File: src/design/gbl_pkg.sv
// shared types and constants for the gap buffer line editor
`default_nettype none
package gbl_pkg;

    localparam int P_POS_W  = 7;
    localparam int P_CHAR_W = 8;

    typedef enum logic [1:0] {
        REQ_INSERT = 2'd0,
        REQ_DELETE = 2'd1,
        REQ_READ   = 2'd2,
        REQ_CLEAR  = 2'd3
    } t_req;

    typedef enum logic [1:0] {
        ST_OK    = 2'd0,
        ST_FULL  = 2'd1,
        ST_RANGE = 2'd2,
        ST_NODEL = 2'd3
    } t_status;

    typedef enum logic [3:0] {
        S_IDLE,
        S_CHECK,
        S_MOVE,
        S_SHIFT_L,
        S_SHIFT_R,
        S_APPLY,
        S_EMIT,
        S_RD_ADDR,
        S_RD_DATA
    } t_state;

endpackage
`default_nettype wire

File: src/design/gbl_text_ram.sv
// text store: one write port, one registered read port
`default_nettype none
module gbl_text_ram
    import gbl_pkg::*;
#(
    parameter int DEPTH = 64,
    localparam int AW = $clog2(DEPTH)
) (
    input  wire logic                i_clk,
    input  wire logic                i_we,
    input  wire logic [AW-1:0]       i_waddr,
    input  wire logic [P_CHAR_W-1:0] i_wdata,
    input  wire logic                i_re,
    input  wire logic [AW-1:0]       i_raddr,
    output logic      [P_CHAR_W-1:0] o_rdata
);

    logic [P_CHAR_W-1:0] r_mem [DEPTH];

    always_ff @(posedge i_clk) begin
        if (i_we) begin
            r_mem[i_waddr] <= i_wdata;
        end
    end

    always_ff @(posedge i_clk) begin
        if (i_re) begin
            o_rdata <= r_mem[i_raddr];
        end
    end

endmodule
`default_nettype wire

File: src/design/gbl_ctrl.sv
// request sequencer: gap moves, edits, read out and result register
`default_nettype none
module gbl_ctrl
    import gbl_pkg::*;
#(
    parameter int CAPACITY = 64,
    localparam int LW = $clog2(CAPACITY + 1),
    localparam int AW = $clog2(CAPACITY)
) (
    input  wire logic                i_clk,
    input  wire logic                i_rst_n,
    input  wire logic                i_in_valid,
    output logic                     o_in_ready,
    input  wire logic [1:0]          i_req_type,
    input  wire logic [P_POS_W-1:0]  i_position,
    input  wire logic [P_CHAR_W-1:0] i_char_in,
    output logic                     o_out_valid,
    input  wire logic                i_out_ready,
    output logic [P_CHAR_W-1:0]      o_char_out,
    output logic                     o_char_valid,
    output logic                     o_last,
    output logic [1:0]               o_status,
    output logic [P_POS_W-1:0]       o_length_now,
    output logic                     o_was_modified,
    output logic                     o_mem_we,
    output logic [AW-1:0]            o_mem_waddr,
    output logic [P_CHAR_W-1:0]      o_mem_wdata,
    output logic                     o_mem_re,
    output logic [AW-1:0]            o_mem_raddr,
    input  wire logic [P_CHAR_W-1:0] i_mem_rdata
);

    localparam logic [LW-1:0] CAP_L = LW'(CAPACITY);

    t_state              r_state, n_state;
    t_req                r_req, n_req;
    logic [P_POS_W-1:0]  r_pos, n_pos;
    logic [P_CHAR_W-1:0] r_ch, n_ch;
    t_status             r_st, n_st;
    logic [LW-1:0]       r_gs, n_gs;
    logic [LW-1:0]       r_ge, n_ge;
    logic [LW-1:0]       r_len, n_len;
    logic                r_mod, n_mod;
    logic [LW-1:0]       r_idx, n_idx;

    logic                r_ov, n_ov;
    logic [P_CHAR_W-1:0] r_oc, n_oc;
    logic                r_ocv, n_ocv;
    logic                r_olast, n_olast;
    t_status             r_ost, n_ost;
    logic [LW-1:0]       r_olen, n_olen;
    logic                r_omod, n_omod;

    logic [P_POS_W-1:0]  len_w;
    logic [LW-1:0]       pos_l;
    logic [LW-1:0]       phys;
    logic                out_free;
    logic                rd_last;

    assign len_w    = P_POS_W'(r_len);
    assign pos_l    = LW'(r_pos);
    assign phys     = (r_idx < r_gs) ? r_idx : LW'(r_idx + (r_ge - r_gs));
    assign out_free = !r_ov || i_out_ready;
    assign rd_last  = (LW'(r_idx + 1'b1) == r_len);

    // next state
    always_comb begin
        n_state = r_state;
        case (r_state)
            S_IDLE: begin
                if (i_in_valid) n_state = S_CHECK;
            end
            S_CHECK: begin
                case (r_req)
                    REQ_INSERT: begin
                        if (r_pos > len_w || r_len >= CAP_L) n_state = S_EMIT;
                        else n_state = S_MOVE;
                    end
                    REQ_DELETE: begin
                        if (r_len == '0 || r_pos >= len_w) n_state = S_EMIT;
                        else n_state = S_MOVE;
                    end
                    REQ_READ: begin
                        if (r_len == '0) n_state = S_EMIT;
                        else n_state = S_RD_ADDR;
                    end
                    default: n_state = S_EMIT;
                endcase
            end
            S_MOVE: begin
                if (r_gs > pos_l) n_state = S_SHIFT_L;
                else if (r_gs < pos_l) n_state = S_SHIFT_R;
                else n_state = S_APPLY;
            end
            S_SHIFT_L: n_state = S_MOVE;
            S_SHIFT_R: n_state = S_MOVE;
            S_APPLY:   n_state = S_EMIT;
            S_EMIT: begin
                if (out_free) n_state = S_IDLE;
            end
            S_RD_ADDR: n_state = S_RD_DATA;
            S_RD_DATA: begin
                if (out_free) n_state = rd_last ? S_IDLE : S_RD_ADDR;
            end
            default: n_state = S_IDLE;
        endcase
    end

    // datapath and memory strobes
    always_comb begin
        n_req   = r_req;
        n_pos   = r_pos;
        n_ch    = r_ch;
        n_st    = r_st;
        n_gs    = r_gs;
        n_ge    = r_ge;
        n_len   = r_len;
        n_mod   = r_mod;
        n_idx   = r_idx;
        n_ov    = r_ov && !i_out_ready;
        n_oc    = r_oc;
        n_ocv   = r_ocv;
        n_olast = r_olast;
        n_ost   = r_ost;
        n_olen  = r_olen;
        n_omod  = r_omod;
        o_in_ready  = 1'b0;
        o_mem_we    = 1'b0;
        o_mem_waddr = AW'(r_gs);
        o_mem_wdata = i_mem_rdata;
        o_mem_re    = 1'b0;
        o_mem_raddr = AW'(r_ge);
        case (r_state)
            S_IDLE: begin
                o_in_ready = 1'b1;
                n_req = t_req'(i_req_type);
                n_pos = i_position;
                n_ch  = i_char_in;
            end
            S_CHECK: begin
                n_st  = ST_OK;
                n_idx = '0;
                case (r_req)
                    REQ_INSERT: begin
                        if (r_pos > len_w) n_st = ST_RANGE;
                        else if (r_len >= CAP_L) n_st = ST_FULL;
                    end
                    REQ_DELETE: begin
                        if (r_len == '0) n_st = ST_NODEL;
                        else if (r_pos > len_w) n_st = ST_RANGE;
                        else if (r_pos == len_w) n_st = ST_NODEL;
                    end
                    REQ_READ: begin
                    end
                    default: begin
                        if (r_len != '0) n_mod = 1'b1;
                        n_gs  = '0;
                        n_ge  = CAP_L;
                        n_len = '0;
                    end
                endcase
            end
            S_MOVE: begin
                if (r_gs > pos_l) begin
                    o_mem_re    = 1'b1;
                    o_mem_raddr = AW'(r_gs - 1'b1);
                end else if (r_gs < pos_l) begin
                    o_mem_re    = 1'b1;
                    o_mem_raddr = AW'(r_ge);
                end
            end
            S_SHIFT_L: begin
                o_mem_we    = 1'b1;
                o_mem_waddr = AW'(r_ge - 1'b1);
                n_gs = r_gs - 1'b1;
                n_ge = r_ge - 1'b1;
            end
            S_SHIFT_R: begin
                o_mem_we    = 1'b1;
                o_mem_waddr = AW'(r_gs);
                n_gs = r_gs + 1'b1;
                n_ge = r_ge + 1'b1;
            end
            S_APPLY: begin
                n_mod = 1'b1;
                if (r_req == REQ_INSERT) begin
                    o_mem_we    = 1'b1;
                    o_mem_waddr = AW'(r_gs);
                    o_mem_wdata = r_ch;
                    n_gs  = r_gs + 1'b1;
                    n_len = r_len + 1'b1;
                end else begin
                    n_ge  = r_ge + 1'b1;
                    n_len = r_len - 1'b1;
                end
            end
            S_EMIT: begin
                if (out_free) begin
                    n_ov    = 1'b1;
                    n_oc    = '0;
                    n_ocv   = 1'b0;
                    n_olast = 1'b1;
                    n_ost   = r_st;
                    n_olen  = r_len;
                    n_omod  = r_mod;
                end
            end
            S_RD_ADDR: begin
                o_mem_re    = 1'b1;
                o_mem_raddr = AW'(phys);
            end
            S_RD_DATA: begin
                if (out_free) begin
                    n_ov    = 1'b1;
                    n_oc    = i_mem_rdata;
                    n_ocv   = 1'b1;
                    n_olast = rd_last;
                    n_ost   = ST_OK;
                    n_olen  = r_len;
                    n_omod  = r_mod;
                    n_idx   = r_idx + 1'b1;
                end
            end
            default: begin
            end
        endcase
    end

    always_ff @(posedge i_clk) begin
        if (!i_rst_n) begin
            r_state <= S_IDLE;
            r_gs    <= '0;
            r_ge    <= CAP_L;
            r_len   <= '0;
            r_mod   <= 1'b0;
            r_ov    <= 1'b0;
        end else begin
            r_state <= n_state;
            r_gs    <= n_gs;
            r_ge    <= n_ge;
            r_len   <= n_len;
            r_mod   <= n_mod;
            r_ov    <= n_ov;
        end
    end

    always_ff @(posedge i_clk) begin
        r_req   <= n_req;
        r_pos   <= n_pos;
        r_ch    <= n_ch;
        r_st    <= n_st;
        r_idx   <= n_idx;
        r_oc    <= n_oc;
        r_ocv   <= n_ocv;
        r_olast <= n_olast;
        r_ost   <= n_ost;
        r_olen  <= n_olen;
        r_omod  <= n_omod;
    end

    assign o_out_valid    = r_ov;
    assign o_char_out     = r_oc;
    assign o_char_valid   = r_ocv;
    assign o_last         = r_olast;
    assign o_status       = r_ost;
    assign o_length_now   = P_POS_W'(r_olen);
    assign o_was_modified = r_omod;

endmodule
`default_nettype wire

File: src/design/gap_buffer_line_editor.sv
// top level of the gap buffer line editor
// One line of up to CAPACITY bytes lives in a single-port-pair text memory with a
// movable gap. Requests are taken one at a time: an insert or delete is checked,
// moves the gap one byte per step (memory read, then write back through the one
// write port) and then passes a final gap compare, the edit, the result and the
// return to idle; a clear or a rejected request goes from check to the result; a
// read out returns its beats one by one (read address, then registered read data).
// Results sit in an output register, so the next request is taken while the last
// beat still waits for its consumer.
`default_nettype none
module gap_buffer_line_editor
    import gbl_pkg::*;
#(
    parameter int CAPACITY = 64
) (
    input  wire logic                i_clk,
    input  wire logic                i_rst_n,
    input  wire logic                i_in_valid,
    output logic                     o_in_ready,
    input  wire logic [1:0]          i_req_type,
    input  wire logic [P_POS_W-1:0]  i_position,
    input  wire logic [P_CHAR_W-1:0] i_char_in,
    output logic                     o_out_valid,
    input  wire logic                i_out_ready,
    output logic [P_CHAR_W-1:0]      o_char_out,
    output logic                     o_char_valid,
    output logic                     o_last,
    output logic [1:0]               o_status,
    output logic [P_POS_W-1:0]       o_length_now,
    output logic                     o_was_modified
);

    localparam int AW = $clog2(CAPACITY);

    logic                mem_we;
    logic [AW-1:0]       mem_waddr;
    logic [P_CHAR_W-1:0] mem_wdata;
    logic                mem_re;
    logic [AW-1:0]       mem_raddr;
    logic [P_CHAR_W-1:0] mem_rdata;

    gbl_text_ram #(
        .DEPTH(CAPACITY)
    ) u_ram (
        .i_clk   (i_clk),
        .i_we    (mem_we),
        .i_waddr (mem_waddr),
        .i_wdata (mem_wdata),
        .i_re    (mem_re),
        .i_raddr (mem_raddr),
        .o_rdata (mem_rdata)
    );

    gbl_ctrl #(
        .CAPACITY(CAPACITY)
    ) u_ctrl (
        .i_clk          (i_clk),
        .i_rst_n        (i_rst_n),
        .i_in_valid     (i_in_valid),
        .o_in_ready     (o_in_ready),
        .i_req_type     (i_req_type),
        .i_position     (i_position),
        .i_char_in      (i_char_in),
        .o_out_valid    (o_out_valid),
        .i_out_ready    (i_out_ready),
        .o_char_out     (o_char_out),
        .o_char_valid   (o_char_valid),
        .o_last         (o_last),
        .o_status       (o_status),
        .o_length_now   (o_length_now),
        .o_was_modified (o_was_modified),
        .o_mem_we       (mem_we),
        .o_mem_waddr    (mem_waddr),
        .o_mem_wdata    (mem_wdata),
        .o_mem_re       (mem_re),
        .o_mem_raddr    (mem_raddr),
        .i_mem_rdata    (mem_rdata)
    );

    a_len_bound: assert property (@(posedge i_clk) disable iff (!i_rst_n)
        o_out_valid |-> (o_length_now <= P_POS_W'(CAPACITY)))
        else $error("length beyond capacity");

    a_ctl_beat: assert property (@(posedge i_clk) disable iff (!i_rst_n)
        (o_out_valid && !o_char_valid) |-> (o_last && o_char_out == '0))
        else $error("non-data beat not final or not zero");

    a_err_no_data: assert property (@(posedge i_clk) disable iff (!i_rst_n)
        (o_out_valid && o_status != ST_OK) |-> !o_char_valid)
        else $error("error status on a data beat");

    a_data_len: assert property (@(posedge i_clk) disable iff (!i_rst_n)
        (o_out_valid && o_char_valid) |-> (o_length_now != '0))
        else $error("data beat from an empty line");

endmodule
`default_nettype wire
File: config.mk
export PLATFORM = sky130hd
export DESIGN_NAME = gap_buffer_line_editor
export DESIGN_NICKNAME = d
export VERILOG_FILES = /design/src/design/gbl_pkg.sv /design/src/design/gbl_text_ram.sv /design/src/design/gbl_ctrl.sv /design/src/design/gap_buffer_line_editor.sv
export SDC_FILE = /design/constraint.sdc
export NUM_CORES = 1
export LEC_CHECK = 0
export BUFFER_PORTS_ARGS = -buffer_cell sky130_fd_sc_hd__clkbuf_2
export CORE_MARGIN = 5
export CORE_UTILIZATION = 47
export CTS_CLUSTER_DIAMETER = 30
export DETAILED_ROUTE_END_ITERATION = 10
export PLACE_DENSITY = 0.59
export SKIP_LAST_GASP = 1
export SYNTH_ARGS = -nofsm -noshare
export SYNTH_HDL_FRONTEND = slang
export SYNTH_SLANG_ARGS = --single-unit
File: constraint.sdc
create_clock -name i_clk -period 4.82 [get_ports i_clk]
set_input_delay 0.482 -clock i_clk [delete_from_list [all_inputs] [get_ports i_clk]]
set_output_delay 0.482 -clock i_clk [all_outputs]
set_load 0.005 [all_outputs]
==> results.ini <==
[grt]
use_met3 = 0.0720
antenna_found_initial = 1
first_global_vias = 15700
grt.total_usage = 0.228
grt_pass1_wl_um = 101000
grt_busiest_layer = met2
grt_overflow_total = 0
grtUsageMet1 = 0.307
use_met2 = 0.357
grt_max_degree = 52

[final_layout]
final_cells = 2688
nNetsFinal = 1961
fillers = 4065
layout_common_cells = edfxtp_1, mux2i_1, nor2_1
finish.utilization = 0.590
drive_gt1_frac = 0.211
area_delta_synth_final_pct = 23.7
final_common_cell = edfxtp_1
regArea_um2 = 17500
multi_input_area_um2 = 7190

[clock_network]
ctsLongestPathBuffers = 3
insertion_delay_ps = 650
tritoncts = yes
clkSinkCount = 592
root_buffer = clkbuf_16
cts_buffers = 113
cts_max_level = 3
path_clk_slew_ps = 50

[power_and_ir_drop]
total_power_mw = 17.4
total_leakage_power_nw = 10.4
netSwitchingFraction = 0.280
vdd_drop_max_mv = 0.371
p_sw_mw = 4.87
p_int_mw = 12.5
p_comb_frac = 0.171
clock_power_share = 0.467
p_per_area_nw_per_um2 = 557
p_seq_frac = 0.362

[sta]
min_period_ps = 4620
setup_violations = 0
fmax_mhz = 216
hold_viol = 0
worst_clock_skew_ps = 22.1
fin_ws_ps = 200
slew_headroom = 0.198
rsz0062_at_grt = false
final_max_slew_viol_count = 0
tightest_slew_ps = 1190
post-route-period-util = 0.959

[route]
first_iter_violations = 1595
drt-wirelength-per-cell_um = 25.5
drt_first_pass_iters = 5
drc = 0
via_count = 15900
vias_per_cell = 5.91
ant_nets = 0
routed_wl_um = 68400

[setup_path]
criticalPathCategory = register to register
worstPathRequired_ps = 5190
cp.arrival_ps = 4990
slowest_delay_ps = 750
r2r-start = u_ctrl.r_gs[4]
crit_slowest_cell = nor4_2
start_kind = register
cp_num_buf_inv = 2
reg2reg_depth = 13
cp_cell_sequence = inv_1 -> ha_1 -> a21o_1 -> a21oi_1 -> o21ai_1 -> a21oi_4 -> mux2_2 -> nand2_8 -> buf_4 -> mux2i_1 -> o22ai_1 -> nor4_2 -> nor4_1
cpLargestDelayFamily = simple AND/OR/NAND/NOR gates
cp_max_fo = 38
regToRegEndpoint = u_ram.o_rdata[1]
r2r_slack_ps = 200
crit_path_end_kind = register

[outcome]
status = completed

[yosys]
synth_compound_area_frac = 0.0885
synth-main-ff-cell = edfxtp_1
ys_ff_latch = 592
yosysSeqAreaShare = 0.695
synth_cells = 1685
synth_fa_ha_area_frac = 0.0226
synthArstFlopShare = 0
synth_edf_count = 566
synth.cell_area_um2 = 25200
synth_top_family_by_area = multiplexers
synth-simple-area-share = 0.0630
muxShareOfSynthArea = 0.0972
yosysWarnings = 0
synthXorXnorAreaFrac = 0.0111
synth_area_per_cell_um2 = 15.0
synth.distinct_cells = 60
syn_nets = 1748

[run]
maxCapViolCount = 0

[min_path]
hold-path-cell-count = 3
min_to = u_ctrl.r_state[3]
min_path_type = primary input to register
hold_path.startpoint = i_in_valid

[die]
coreArea_um2 = 52900
die-area_um2 = 58400
rows = 84
die_h_um = 242
die_x_um = 242
initial_utilization = 0.477
ios = 43

[placed_design]
pre_cts_ws_ps = -130
io_buffers = 42
dp_hpwl_um = 44100
place_inst = 2453
place_congestion = 0.877

cells by family after synthesis:
group	Yosys count
DFF	592
and+or+nand+nor	326
AOI/OAI and AO/OA	314
muxes	240
buffers and inverters	139
adders and majority gates	42
xor gates and xnor gates	32
registers in the layout, indices dropped and copies added (netlist names):
register / cells
u_ctrl.r_ge: 6
u_ctrl.r_ch: 8
u_ctrl.o_out_valid: 1
u_ctrl.o_length_now: 7
u_ctrl.pos_l: 7
u_ctrl.r_gs: 7
u_ram.r_mem: 512
u_ctrl.r_st: 2
u_ram.o_rdata: 8
u_ctrl.r_mod: 1
u_ctrl.r_req: 2
u_ctrl.o_char_out: 8
u_ctrl.len_w: 7
u_ctrl.o_last: 1
u_ctrl.r_state: 4
u_ctrl.o_status: 2
u_ctrl.o_was_modified: 1
u_ctrl.o_char_valid: 1
u_ctrl.r_idx: 7
synth_stat cells (all sizes together), types with 33 or more instances:
cell type | number | area share
mux2i | 202 | 0.080
clkbuf | 54 | 0.0080
mux2 | 38 | 0.017
ha | 36 | 0.018
nand2 | 41 | 0.0062
buf | 36 | 0.0075
nor4 | 33 | 0.0082
o22ai | 61 | 0.015
a21oi | 48 | 0.010
edfxtp | 566 | 0.67
o21ai | 59 | 0.012
inv | 49 | 0.0073
nand3 | 60 | 0.012
nor2 | 125 | 0.019
worst min-delay path, delay by kind of cell:
family / cells / cell delay (ps)
buffers and inverters: 2 / 140
AO/OA/AOI/OAI: 1 / 60
metal layers:
layer / wire length, um / vias up
li1: - / 7123
met1: 28600 / 7976
met2: 31600 / 644
met3: 5980 / 146
met4: 2220 / 0
met5: 0 / -
how the worst max path moves through the flow:
stage	depth (start not counted)	endpoint	startpoint	slack, ps
final	13	u_ram.o_rdata[1]	u_ctrl.r_gs[4]	200
after global routing	13	u_ram.o_rdata[1]	u_ctrl.r_gs[4]	20
after CTS	13	u_ram.o_rdata[3]	u_ctrl.r_gs[4]	20
after detailed placement	13	u_ram.o_rdata[1]	u_ctrl.r_gs[4]	-130
after global placement	13	u_ram.o_rdata[1]	u_ctrl.r_gs[1]	-70
after floorplan	16	u_ram.o_rdata[0]	u_ctrl.r_gs[2]	1210
timing repair:
action	4_1_cts	5_1_grt
endpoints found under the setup margin	1	3
resized for setup	1	4
buffers inserted	0	0
endpoints found under the hold margin	17	0
hold buffers	17	0
cell type report:
cell class	count	share of cell area
sequential	592	0.562
multi-input combinational	954	0.231
clock buffer	123	0.0939
timing repair buffer	188	0.0452
clock inverter	93	0.0350
tap	688	0.0276
inverter	49	0.00590
antenna	1	0.0000802
per-stage QoR:
| stage | cell area, um2 | TNS, ps | hold slack, ps |
|---|---|---|---|
| detailed placement | 27000 | -130 | 426 |
| floorplan | 25200 | 0 | 409 |
| global route | 31200 | 0 | 81.4 |
| global placement | 27000 | -67.2 | 417 |
| finish | 31200 | 0 | 86.5 |
| CTS | 31200 | 0 | 48.7 |
power by group through the flow:
stage	Combinational (mW)	Clock, mW	Sequential, mW
finish	2.98	8.12	6.28
CTS	2.96	8.22	6.28
global route	3.22	8.49	6.30
floorplan	1.93	0	6.27
detailed placement	2.93	0	6.37
global placement	2.89	0	6.37
Note: power is estimated with default switching activity, not from simulation.
